File: src/rtl/core/oqsm_pkg.sv
`timescale 1ns / 1ps
package oqsm_pkg;

  localparam int HEADER_BYTES  = 4;
  localparam int HEADER_POINTS = 16;
  localparam int BYTE_POINTS   = 4;
  localparam int MAX_TONES     = 68;
  localparam int MIN_TONES     = 36;
  localparam int RESET_TONES   = 64;
  localparam int CENTRE_TONES  = 4;
  localparam int MAX_POINTS    = 64;

  // ceil((len + 4) * 4 / p) numerator: (len + 4) * 4 + p - 1 fits in 15 bits
  localparam int DIV_W     = 15;
  localparam int DIV_STEPS = DIV_W;

  typedef enum logic [1:0] {
    SRC_HDR,
    SRC_BYTE,
    SRC_PAD
  } src_t;

  typedef struct packed {
    logic load;
    logic div_step;
    logic emit;
    src_t src;
    logic last_point;
    logic end_packet;
  } ctrl_cmd_t;

  typedef struct packed {
    logic in_packet;
    logic div_done;
    logic wrap;
    logic out_free;
    logic last_byte;
  } dp_status_t;

endpackage

File: src/rtl/core/ofdm_qpsk_subcarrier_mapper.sv
`timescale 1ns / 1ps
// QPSK subcarrier mapper: each accepted byte becomes four QPSK points, most
// significant bit pair first, one point per cycle on the output channel while
// it is not stalled. The first byte of a packet is preceded by 16 header points
// carrying the 12-bit length twice, and the final byte (last_byte set) is
// followed by zero-bit points that complete the current OFDM symbol (at most
// 64 points per byte). tone_count is clamped to 36..68, made even, and sampled
// on a packet's first byte. Sequence: an ordinary byte is accepted and then
// emits its four points; a first byte runs the bit-serial divider that computes
// symbols_in_packet (15 quotient steps) and emits the 16 header points before
// its own; a last byte then emits its padding points. The output register
// frees the input side so the next request is taken while the final point
// still waits downstream.
module ofdm_qpsk_subcarrier_mapper
  import oqsm_pkg::*;
(
  input  logic        clk,
  input  logic        rst,
  input  logic        cfg_valid,
  output logic        cfg_ready,
  input  logic [6:0]  tone_count,
  input  logic        in_valid,
  output logic        in_stall,
  input  logic [7:0]  payload_byte,
  input  logic [11:0] payload_length,
  input  logic        last_byte,
  output logic        out_valid,
  input  logic        out_stall,
  output logic        i_negative,
  output logic        q_negative,
  output logic [6:0]  tone_position,
  output logic [9:0]  symbol_index,
  output logic        first_symbol,
  output logic [10:0] symbols_in_packet,
  output logic        last_point
);

  ctrl_cmd_t  cmd;
  dp_status_t sts;

  assign cfg_ready = 1'b1;

  oqsm_ctrl u_ctrl (
    .clk      (clk),
    .rst      (rst),
    .in_valid (in_valid),
    .in_stall (in_stall),
    .sts      (sts),
    .cmd      (cmd)
  );

  oqsm_datapath u_dp (
    .clk               (clk),
    .rst               (rst),
    .cfg_write         (cfg_valid && cfg_ready),
    .cfg_tones         (tone_count),
    .payload_byte      (payload_byte),
    .payload_length    (payload_length),
    .last_byte         (last_byte),
    .out_stall         (out_stall),
    .cmd               (cmd),
    .sts               (sts),
    .out_valid         (out_valid),
    .i_negative        (i_negative),
    .q_negative        (q_negative),
    .tone_position     (tone_position),
    .symbol_index      (symbol_index),
    .first_symbol      (first_symbol),
    .symbols_in_packet (symbols_in_packet),
    .last_point        (last_point)
  );

endmodule

File: src/rtl/core/oqsm_ctrl.sv
`timescale 1ns / 1ps
module oqsm_ctrl
  import oqsm_pkg::*;
(
  input  logic       clk,
  input  logic       rst,
  input  logic       in_valid,
  output logic       in_stall,
  input  dp_status_t sts,
  output ctrl_cmd_t  cmd
);

  typedef enum logic [2:0] {
    S_IDLE,
    S_DIV,
    S_HDR,
    S_DATA,
    S_PAD
  } state_t;

  localparam logic [3:0] HDR_LAST  = 4'(HEADER_POINTS - 1);
  localparam logic [3:0] BYTE_LAST = 4'(BYTE_POINTS - 1);
  localparam logic [5:0] PT_LAST   = 6'(MAX_POINTS - 1);

  state_t     state;
  logic [3:0] cnt;
  logic [5:0] n;
  logic       accept;

  assign accept = in_valid && !in_stall;

  always_comb begin
    cmd = '0;
    cmd.src = SRC_PAD;
    case (state)
      S_IDLE: cmd.load = accept;
      S_DIV:  cmd.div_step = !sts.div_done;
      S_HDR: begin
        cmd.emit = sts.out_free;
        cmd.src  = SRC_HDR;
      end
      S_DATA: begin
        cmd.emit = sts.out_free;
        cmd.src  = SRC_BYTE;
        if (cnt == BYTE_LAST) begin
          if (!sts.last_byte) begin
            cmd.last_point = 1'b1;
          end else if (sts.wrap) begin
            // last byte closed the symbol exactly, nothing to pad
            cmd.last_point = 1'b1;
            cmd.end_packet = 1'b1;
          end
        end
      end
      S_PAD: begin
        cmd.emit = sts.out_free;
        if (sts.wrap || n == PT_LAST) begin
          cmd.last_point = 1'b1;
          cmd.end_packet = 1'b1;
        end
      end
      default: cmd = '0;
    endcase
  end

  always_ff @(posedge clk) begin
    if (rst) begin
      state    <= S_IDLE;
      in_stall <= 1'b1;
      cnt      <= '0;
      n        <= '0;
    end else begin
      case (state)
        S_IDLE: begin
          if (accept) begin
            in_stall <= 1'b1;
            cnt      <= '0;
            n        <= '0;
            state    <= sts.in_packet ? S_DATA : S_DIV;
          end else begin
            in_stall <= 1'b0;
          end
        end
        S_DIV: begin
          if (sts.div_done) state <= S_HDR;
        end
        S_HDR: begin
          if (sts.out_free) begin
            n <= n + 6'd1;
            if (cnt == HDR_LAST) begin
              cnt   <= '0;
              state <= S_DATA;
            end else begin
              cnt <= cnt + 4'd1;
            end
          end
        end
        S_DATA: begin
          if (sts.out_free) begin
            n   <= n + 6'd1;
            cnt <= cnt + 4'd1;
            if (cnt == BYTE_LAST) begin
              if (cmd.last_point) begin
                state    <= S_IDLE;
                in_stall <= 1'b0;
              end else if (sts.last_byte) begin
                state <= S_PAD;
              end else begin
                state    <= S_IDLE;
                in_stall <= 1'b0;
              end
            end
          end
        end
        S_PAD: begin
          if (sts.out_free) begin
            n <= n + 6'd1;
            if (cmd.last_point) begin
              state    <= S_IDLE;
              in_stall <= 1'b0;
            end
          end
        end
        default: begin
          state    <= S_IDLE;
          in_stall <= 1'b1;
        end
      endcase
    end
  end

endmodule

File: src/rtl/core/oqsm_datapath.sv
`timescale 1ns / 1ps
module oqsm_datapath
  import oqsm_pkg::*;
(
  input  logic        clk,
  input  logic        rst,
  input  logic        cfg_write,
  input  logic [6:0]  cfg_tones,
  input  logic [7:0]  payload_byte,
  input  logic [11:0] payload_length,
  input  logic        last_byte,
  input  logic        out_stall,
  input  ctrl_cmd_t   cmd,
  output dp_status_t  sts,
  output logic        out_valid,
  output logic        i_negative,
  output logic        q_negative,
  output logic [6:0]  tone_position,
  output logic [9:0]  symbol_index,
  output logic        first_symbol,
  output logic [10:0] symbols_in_packet,
  output logic        last_point
);

  logic [6:0]       tones_reg;
  logic             in_packet;
  logic [6:0]       p_lat;
  logic [5:0]       pis;
  logic [9:0]       sym_cnt;
  logic [31:0]      hdr;
  logic [7:0]       byte_reg;
  logic             last_reg;
  logic [DIV_W-1:0] divq;
  logic [6:0]       rem;
  logic [3:0]       div_cnt;

  logic [6:0]       tones_lim;
  logic [6:0]       p_new;
  logic [DIV_W-1:0] dividend;
  logic [7:0]       shifted;
  logic [7:0]       diff;
  logic             ge;
  logic [6:0]       pos_ext;
  logic [6:0]       tone;
  logic [1:0]       code;
  logic             wrap;

  always_comb begin
    if (tones_reg < 7'(MIN_TONES)) tones_lim = 7'(MIN_TONES);
    else if (tones_reg > 7'(MAX_TONES)) tones_lim = 7'(MAX_TONES);
    else tones_lim = tones_reg;
  end

  assign p_new    = {tones_lim[6:1], 1'b0} - 7'(CENTRE_TONES);
  assign dividend = DIV_W'({payload_length, 2'b00}) + DIV_W'(HEADER_BYTES * 4)
                  + DIV_W'(p_new) - DIV_W'(1);

  // restoring divide, one quotient bit per step
  assign shifted = {rem, divq[DIV_W-1]};
  assign ge      = shifted >= {1'b0, p_lat};
  assign diff    = shifted - {1'b0, p_lat};

  assign pos_ext = {1'b0, pis};
  assign tone    = (pos_ext < (p_lat >> 1)) ? pos_ext : pos_ext + 7'(CENTRE_TONES);
  assign wrap    = (pos_ext == p_lat - 7'd1);

  always_comb begin
    case (cmd.src)
      SRC_HDR:  code = hdr[31:30];
      SRC_BYTE: code = byte_reg[7:6];
      default:  code = 2'b00;
    endcase
  end

  assign sts.in_packet = in_packet;
  assign sts.div_done  = (div_cnt == 4'(DIV_STEPS));
  assign sts.wrap      = wrap;
  assign sts.out_free  = !out_valid || !out_stall;
  assign sts.last_byte = last_reg;

  always_ff @(posedge clk) begin
    if (rst) begin
      tones_reg <= 7'(RESET_TONES);
      in_packet <= 1'b0;
      p_lat     <= 7'(RESET_TONES - CENTRE_TONES);
      pis       <= '0;
      sym_cnt   <= '0;
      div_cnt   <= 4'(DIV_STEPS);
      divq      <= '0;
      out_valid <= 1'b0;
    end else begin
      if (cfg_write) tones_reg <= cfg_tones;

      if (cmd.load) begin
        byte_reg <= payload_byte;
        last_reg <= last_byte;
        if (!in_packet) begin
          in_packet <= 1'b1;
          p_lat     <= p_new;
          pis       <= '0;
          sym_cnt   <= '0;
          hdr       <= {4'b0000, payload_length, 4'b0000, payload_length};
          divq      <= dividend;
          rem       <= '0;
          div_cnt   <= '0;
        end
      end

      if (cmd.div_step) begin
        rem     <= ge ? diff[6:0] : shifted[6:0];
        divq    <= {divq[DIV_W-2:0], ge};
        div_cnt <= div_cnt + 4'd1;
      end

      if (cmd.emit) begin
        out_valid     <= 1'b1;
        i_negative    <= code[1] ^ code[0];
        q_negative    <= code[1];
        tone_position <= tone;
        symbol_index  <= sym_cnt;
        first_symbol  <= (sym_cnt == 10'd0);
        last_point    <= cmd.last_point;
        if (cmd.src == SRC_HDR) hdr <= {hdr[29:0], 2'b00};
        if (cmd.src == SRC_BYTE) byte_reg <= {byte_reg[5:0], 2'b00};
        if (wrap) begin
          pis     <= '0;
          sym_cnt <= sym_cnt + 10'd1;
        end else begin
          pis <= pis + 6'd1;
        end
        if (cmd.end_packet) begin
          in_packet <= 1'b0;
          pis       <= '0;
        end
      end else if (!out_stall) begin
        out_valid <= 1'b0;
      end
    end
  end

  always_ff @(posedge clk) begin
    if (cmd.emit) symbols_in_packet <= divq[10:0];
  end

endmodule

File: config.mk
export PLATFORM = sky130hd
export DESIGN_NAME = ofdm_qpsk_subcarrier_mapper
export DESIGN_NICKNAME = d
export VERILOG_FILES = /design/src/rtl/core/oqsm_pkg.sv /design/src/rtl/core/ofdm_qpsk_subcarrier_mapper.sv /design/src/rtl/core/oqsm_ctrl.sv /design/src/rtl/core/oqsm_datapath.sv
export SDC_FILE = /design/constraint.sdc
export NUM_CORES = 1
export LEC_CHECK = 0
export BUFFER_PORTS_ARGS = -buffer_cell sky130_fd_sc_hd__buf_2
export CORE_UTILIZATION = 54
export DETAILED_ROUTE_END_ITERATION = 10
export HOLD_SLACK_MARGIN = 0.1
export PLACE_DENSITY = 0.76
export SLEW_MARGIN = 20
export SYNTH_ARGS = -nofsm -noshare
export SYNTH_HDL_FRONTEND = slang
export SYNTH_SLANG_ARGS = --single-unit
File: constraint.sdc
create_clock -name clk -period 2.9 [get_ports clk]
set_input_delay 0.58 -clock clk [delete_from_list [all_inputs] [get_ports clk]]
set_output_delay 0.58 -clock clk [all_outputs]
set_load 0.01 [all_outputs]
==> results of run 1 <==
==> worst max-delay path by stage <==
stage | startpoint | endpoint | slack, ns
6_report | u_dp.tones_reg[5]$_SDFFE_PP0P_ | u_dp.divq[8]$_SDFFE_PP0P_ | -0.0002
4_1_cts | u_dp.tones_reg[5]$_SDFFE_PP0P_ | u_dp.divq[10]$_SDFFE_PP0P_ | -0.005
3_3_place_gp | u_dp.tones_reg[5]$_SDFFE_PP0P_ | u_dp.divq[13]$_SDFFE_PP0P_ | -0.12
3_5_place_dp | u_dp.tones_reg[5]$_SDFFE_PP0P_ | u_dp.divq[13]$_SDFFE_PP0P_ | -0.25
5_1_grt | u_dp.tones_reg[5]$_SDFFE_PP0P_ | u_dp.divq[14]$_SDFFE_PP0P_ | -0.08
2_1_floorplan | u_dp.tones_reg[5]$_SDFFE_PP0P_ | u_dp.divq[13]$_SDFFE_PP0P_ | 0.006
==> layout by cell type (no fill, tap or decap), drive strengths merged, types with 5 or more instances in the layout <==
cell / instances
mux2i: 20
inv: 30
and2: 14
ha: 31
nand3: 32
nor2: 52
buf: 103
nor2b: 9
nand2b: 8
a211oi: 5
nand4: 10
nor4: 8
a21oi: 69
clkbuf: 18
xor2: 9
dfxtp: 63
a21o: 6
nor3: 26
a31oi: 6
and3: 9
a22oi: 8
xnor2: 20
o21ai: 53
clkinv: 6
nand2: 101
edfxtp: 80
==> metal layers <==
metal | up-vias | global-route usage, %
li1 | 2904 | -
met1 | 2850 | 30.1
met2 | 183 | 41.2
met3 | 34 | 4.73
met4 | 0 | 10.1
met5 | - | 0
==> area by class of cell <==
class | instances | area (um2) | area share [%]
inverters | 27 | 101 | 1.16
clock buffers | 18 | 450 | 5.15
multi-input cells | 549 | 3540 | 40.5
repair buffers | 103 | 627 | 7.17
clock inverters | 14 | 131 | 1.50
flip-flops and latches | 143 | 3670 | 42.0
well taps | 176 | 220 | 2.52
==> what timing repair did <==
item,CTS,global route
hold buffers,0,0
setup buffers,3,5
setup endpoints to repair,10,11
gates resized for setup,14,23
pin swaps,6,16
==> through the flow <==
step                util (%)  instance area, um2  instances
detailed placement      60.1                7960        991
finish                  66.0                8740       1030
global route            66.0                8740       1030
CTS                     65.1                8620       1026
global placement        60.1                7960        991
floorplan                  -                7330        760
==> logic make-up (layout without fill, tap and decap cells) <==
family | Yosys count | after routing | share of synthesized area (%)
other | 1 | 1 | 0.0512
XOR/XNOR | 29 | 29 | 3.47
flip-flops | 143 | 143 | 50.0
multiplexers | 21 | 21 | 2.88
AO/OA/AOI/OAI | 180 | 180 | 14.9
adder cells (fa/ha/maj) | 33 | 33 | 5.84
buffers and inverters | 68 | 162 | 3.70
AND/OR/NAND/NOR | 285 | 285 | 19.2
==> where the power goes <==
part | total, uW | switching, uW | internal [uW]
Combinational | 2000 | 1180 | 822
Clock | 2120 | 879 | 1240
Sequential | 2980 | 293 | 2680
Total | 7090 | 2350 | 4740
==> impl_metrics.toml, run 1 <==
[status]
status = "finished, violations left"
violations = "setup timing"

[logic_synthesis]
avgSynthCellArea_um2 = 9.64
synth-edff-count = 80
ys.flop_type = "edfxtp_1"
ys_warn_count = 0
synth.net_count = 826
seq_area_frac_synth_pct = 50.0
synth_cells = 760
ys_seq_elements = 143
synthArstFlopShare_pct = 0
synthTopCellsByArea = "edfxtp_1, dfxtp_1, ha_1, nand2_1, a21oi_1"
yosys.area.top_type = "edfxtp_1"
ys_types = 61
netlist.area_leader.share_pct = 32.8
synth_most_common_cell = "nand2_1"
netlist_area_um2 = 7330
synthTopCellsByCount = "nand2_1, edfxtp_1, a21oi_1, dfxtp_1, nor2_1"

[sta]
fin_setup_tns_ns = -0.000152
finalCritPeriodShare_pct = 100
relSlewSlack_pct = 38.6
rsz0062_at_grt = "true"
hold_viol = 0
setup_viol = 1
maxSlewViolCount = 0
fin_crit_ns = 2.90
finClkSkew_ns = 0.00851
setup_slack_ns = -0.000152
hold-worst-slack_ns = 0.325
worst_pin_slew_ns = 0.918
fmax_ghz = 0.345

[setup_path]
regToRegEndpoint = "u_dp.divq[8]$_SDFFE_PP0P_"
rrSetupSlack_ns = -0.0002
cp_top_family = "compound AO/OA/AOI/OAI gates"
path_cells = "nor2b_4, o21ai_2, a21o_1, inv_2, ha_4, xnor2_2, ha_1, ha_4, nor2b_4, o21a_1, buf_4, o21a_1, o21ai_1, nand2b_1, buf_4, o221ai_2"
max_stage_delay_ns = 0.36
cp_max_fo = 4
cp_slowest_cell = "dfxtp_4"
crit_buf_inv = 3
crit_type = "reg -> reg"
worst-path-stages = 16
cp.required_ns = 3.25
cp.arrival_ns = 3.25
reg2regPathDepth = 16
end_kind = "register"
cp-start-kind = "register"
r2r-start = "u_dp.tones_reg[5]$_SDFFE_PP0P_"

[pwr]
ir_drop_mv = 0.465
finalPower_uw = 7090
p_leak_uw = 0.00342
powerDensity_nw_per_um2 = 811

[worst_hold_path]
worstHoldEndpoint = "u_dp.last_reg$_DFFE_PP_"
hold_path_class = "in -> reg"
hold-path-cell-count = 1
hold_start = "last_byte"

[detailed_routing]
drt_iter0_markers = 529
wl_met2_mm = 8.26
met3WireLength_um = 890
first_pass_iters = 5
ant_nets = 0
via_per_inst = 5.80
top_layer = "met4"
wl_met1_mm = 7.18
wirelength_mm = 16.7
num_vias = 5971
wire_per_inst_um = 16.2
drcViolationCount = 0

[cells_and_area]
num-fill-cells = 1026
diodes = 0
final_layout_size_suffix_gt1_share_pct = 20.4
fin_nets = 907
largest_reg_flops = 32
top_register = "u_dp.hdr"
reg.largest.list = "u_dp.hdr (32), u_dp.divq (15), u_dp.symbols_in_packet (11)"
area_growth_pct = 19.3

[die]
core_um2 = 13200
num_rows = 42
fp.dieH_um = 119
die_x_um = 119
dieArea_um2 = 14000
ios = 68
start_util_pct = 55.3

[clock_network]
path_clk_slew_ns = 0.06
clk_latency_ns = 0.43
cts_buffers = 17
cts_buffer_depth = 2
root_buffer = "clkbuf_16"
cts_sinks = 143
cts_tree = "yes"
htree_num_levels = 4

[grt]
grt-ovfl-total = 0
grt_usage_pct = 24.2
grt_max_degree = 53
antenna_found_initial = 0
grt_pass1_wl_mm = 26.9
grt_pass1_vias = 5725

[flow_run]
maxCapViolCount = 0

[place]
io_buffers = 65
gp_congestion = 0.845
pre_cts_ws_ns = -0.250
hpwl_mm = 11.2
No activity file was read; power rests on OpenSTA's default activity.
==> inputs of run 2 (changes only) <==
- CELL_PAD_IN_SITES_DETAIL_PLACEMENT: default -> 0
- CELL_PAD_IN_SITES_GLOBAL_PLACEMENT: default -> 2
- CORE_UTILIZATION: 54 -> 34
- PLACE_DENSITY: 0.76 -> default
- PLACE_DENSITY_LB_ADDON: default -> 0.1
==> run 2 against run 1 <==
  * The flow still finishes with violations (setup timing)
  * Clock power increased by 9.9%
  * Maximum frequency is 0.46% lower
  * Sequential share of layout area fell by 0.83 points
  * Setup slack worse by 0.013 ns
  * Register-to-register slack barely moved
  * Largest cell class unchanged
  * Highest routed layer unchanged
==> impl_metrics.toml, run 2 (same netlist as run 1, synthesis figures left out) <==
[pwr]
ir_drop_mv = 0.404
powerDensity_nw_per_um2 = 817
p_leak_uw = 0.00344

[cells_and_area]
top_register = "u_dp.hdr"
mostFrequentLayoutCells = "nand2_1, edfxtp_1, a21oi_1"
final_layout_size_suffix_gt1_share_pct = 20.6
area_growth_pct = 21.8
post-route-util_pct = 42.3
reg.largest.list = "u_dp.hdr (32), u_dp.divq (15), u_dp.symbols_in_packet (11)"
fin_nets = 907
diodes = 0
layout_commonest_cell = "nand2_1"
largest_reg_flops = 32

[grt]
grt_usage_pct = 17.0
antenna_found_initial = 0
grt_pass1_wl_mm = 29.4
grt_max_degree = 51
grt_pass1_vias = 5793
grt-ovfl-total = 0

[setup_path]
cp-start-kind = "register"
cp.arrival_ns = 3.26
cp_max_fo = 4
cp.required_ns = 3.24
cp-startpoint = "u_dp.tones_reg[3]$_SDFFE_PP0P_"
end_kind = "register"
crit_type = "reg -> reg"
r2r-start = "u_dp.tones_reg[3]$_SDFFE_PP0P_"

[clock_network]
root_buffer = "clkbuf_16"
cts_sinks = 143
path_clk_slew_ns = 0.06
cts_buffers = 17
clk_latency_ns = 0.42
htree_num_levels = 4
cts_buffer_depth = 2
cts_tree = "yes"
cts_hold_buffers = 0

[die]
fp.dieH_um = 149
dieArea_um2 = 22100
die_x_um = 149
start_util_pct = 34.8
num_rows = 53
core_um2 = 21100
ios = 68

[sta]
worst_pin_slew_ns = 0.999
relSlewSlack_pct = 33.2
hold-worst-slack_ns = 0.342
rsz0062_at_grt = "true"
fin_crit_ns = 2.91
finClkSkew_ns = 0.0122
hold_viol = 0
setup_viol = 1
setup_slack_ns = -0.0135
finalCritPeriodShare_pct = 100
maxSlewViolCount = 0
fmax_ghz = 0.343

[detailed_routing]
first_pass_iters = 5
ant_nets = 0
wire_per_inst_um = 15.9
wirelength_mm = 17.9
num_vias = 5824
drcViolationCount = 0
drt_iter0_markers = 305
via_per_inst = 5.16

[place]
io_buffers = 65
hpwl_mm = 12.5
gp_congestion = 0.765

[worst_hold_path]
hold_path_class = "in -> reg"
hold_start = "last_byte"

[status]
violations = "setup timing"
status = "finished, violations left"

[flow_run]
maxCapViolCount = 0
-- run 2: changes by cell type in the layout (fill, tap and decap cells not counted), sizes merged --
cell	delta
clkinvlp	-2
inv	-2
bufinv	+3
clkinv	+1
-- run 2: layout make-up --
cell class / count / area (um2)
clock buffer: 18 / 429
clock inverter: 14 / 190
fill: 2123 / 12200
inverter: 27 / 101
multi-input combinational: 549 / 3550
sequential: 143 / 3670
tap: 275 / 344
timing repair buffer: 103 / 639
-- run 2: path summary, 6_finish.rpt --
path / endpoint / slack (ns) / cells after the start
worst min register to register: u_dp.symbols_in_packet[3]$_DFFE_PP_ / 0.47 / 0
worst min-delay path: u_dp.last_reg$_DFFE_PP_ / 0.34 / 1
worst max register to register: u_dp.divq[6]$_SDFFE_PP0P_ / -0.01 / 15
worst max-delay path: u_dp.divq[6]$_SDFFE_PP0P_ / -0.01 / 15
-- run 2: per-layer routing --
layer  part of all wire, %  routed length (um)  up-vias  GRT usage [%]
met1                    49                8760     2803           22.4
met3                   3.5                 629       17           3.06
met4                   1.0                 186        0           5.92
met5                     0                   0        -              0
li1                      -                   -     2905              -
met2                    47                8340       99           27.8
-- run 2: power breakdown --
group / switching, uW / internal, uW / total (uW)
sequential: 280 / 2680 / 2960
combinational: 1180 / 832 / 2010
clock: 886 / 1440 / 2330
-- run 2: per-stage QoR --
step / instances / setup TNS, ns / total power (uW) / setup WS, ns / instance area (um2)
2_1_floorplan: 760 / 0 / 4310 / 0.00595 / 7330
3_3_place_gp: 1094 / -0.487 / 4900 / -0.166 / 8120
3_5_place_dp: 1094 / -1.33 / 4950 / -0.248 / 8120
4_1_cts: 1127 / 0 / 7340 / 0.00553 / 8840
5_1_grt: 1129 / -0.527 / 7760 / -0.113 / 8930
6_report: 1129 / -0.0135 / 7300 / -0.0135 / 8930
-- run 2: critical path, cell delays in order (launching register included) --
cell	delay (ns)
dfxtp_4	0.36
nor3_2	0.17
nand2_1	0.07
a21o_1	0.21
inv_2	0.07
ha_4	0.16
xnor2_4	0.14
ha_4	0.23
ha_4	0.22
nor2b_4	0.13
o21a_1	0.19
buf_4	0.14
o21a_1	0.18
buf_4	0.13
or3_1	0.31
a21oi_1	0.13
-- run 2: repair_timing --
item	in CTS	in global routing
buffers inserted	1	2
endpoints found under the setup margin	10	10
resized for setup	18	20
pin swaps	8	15
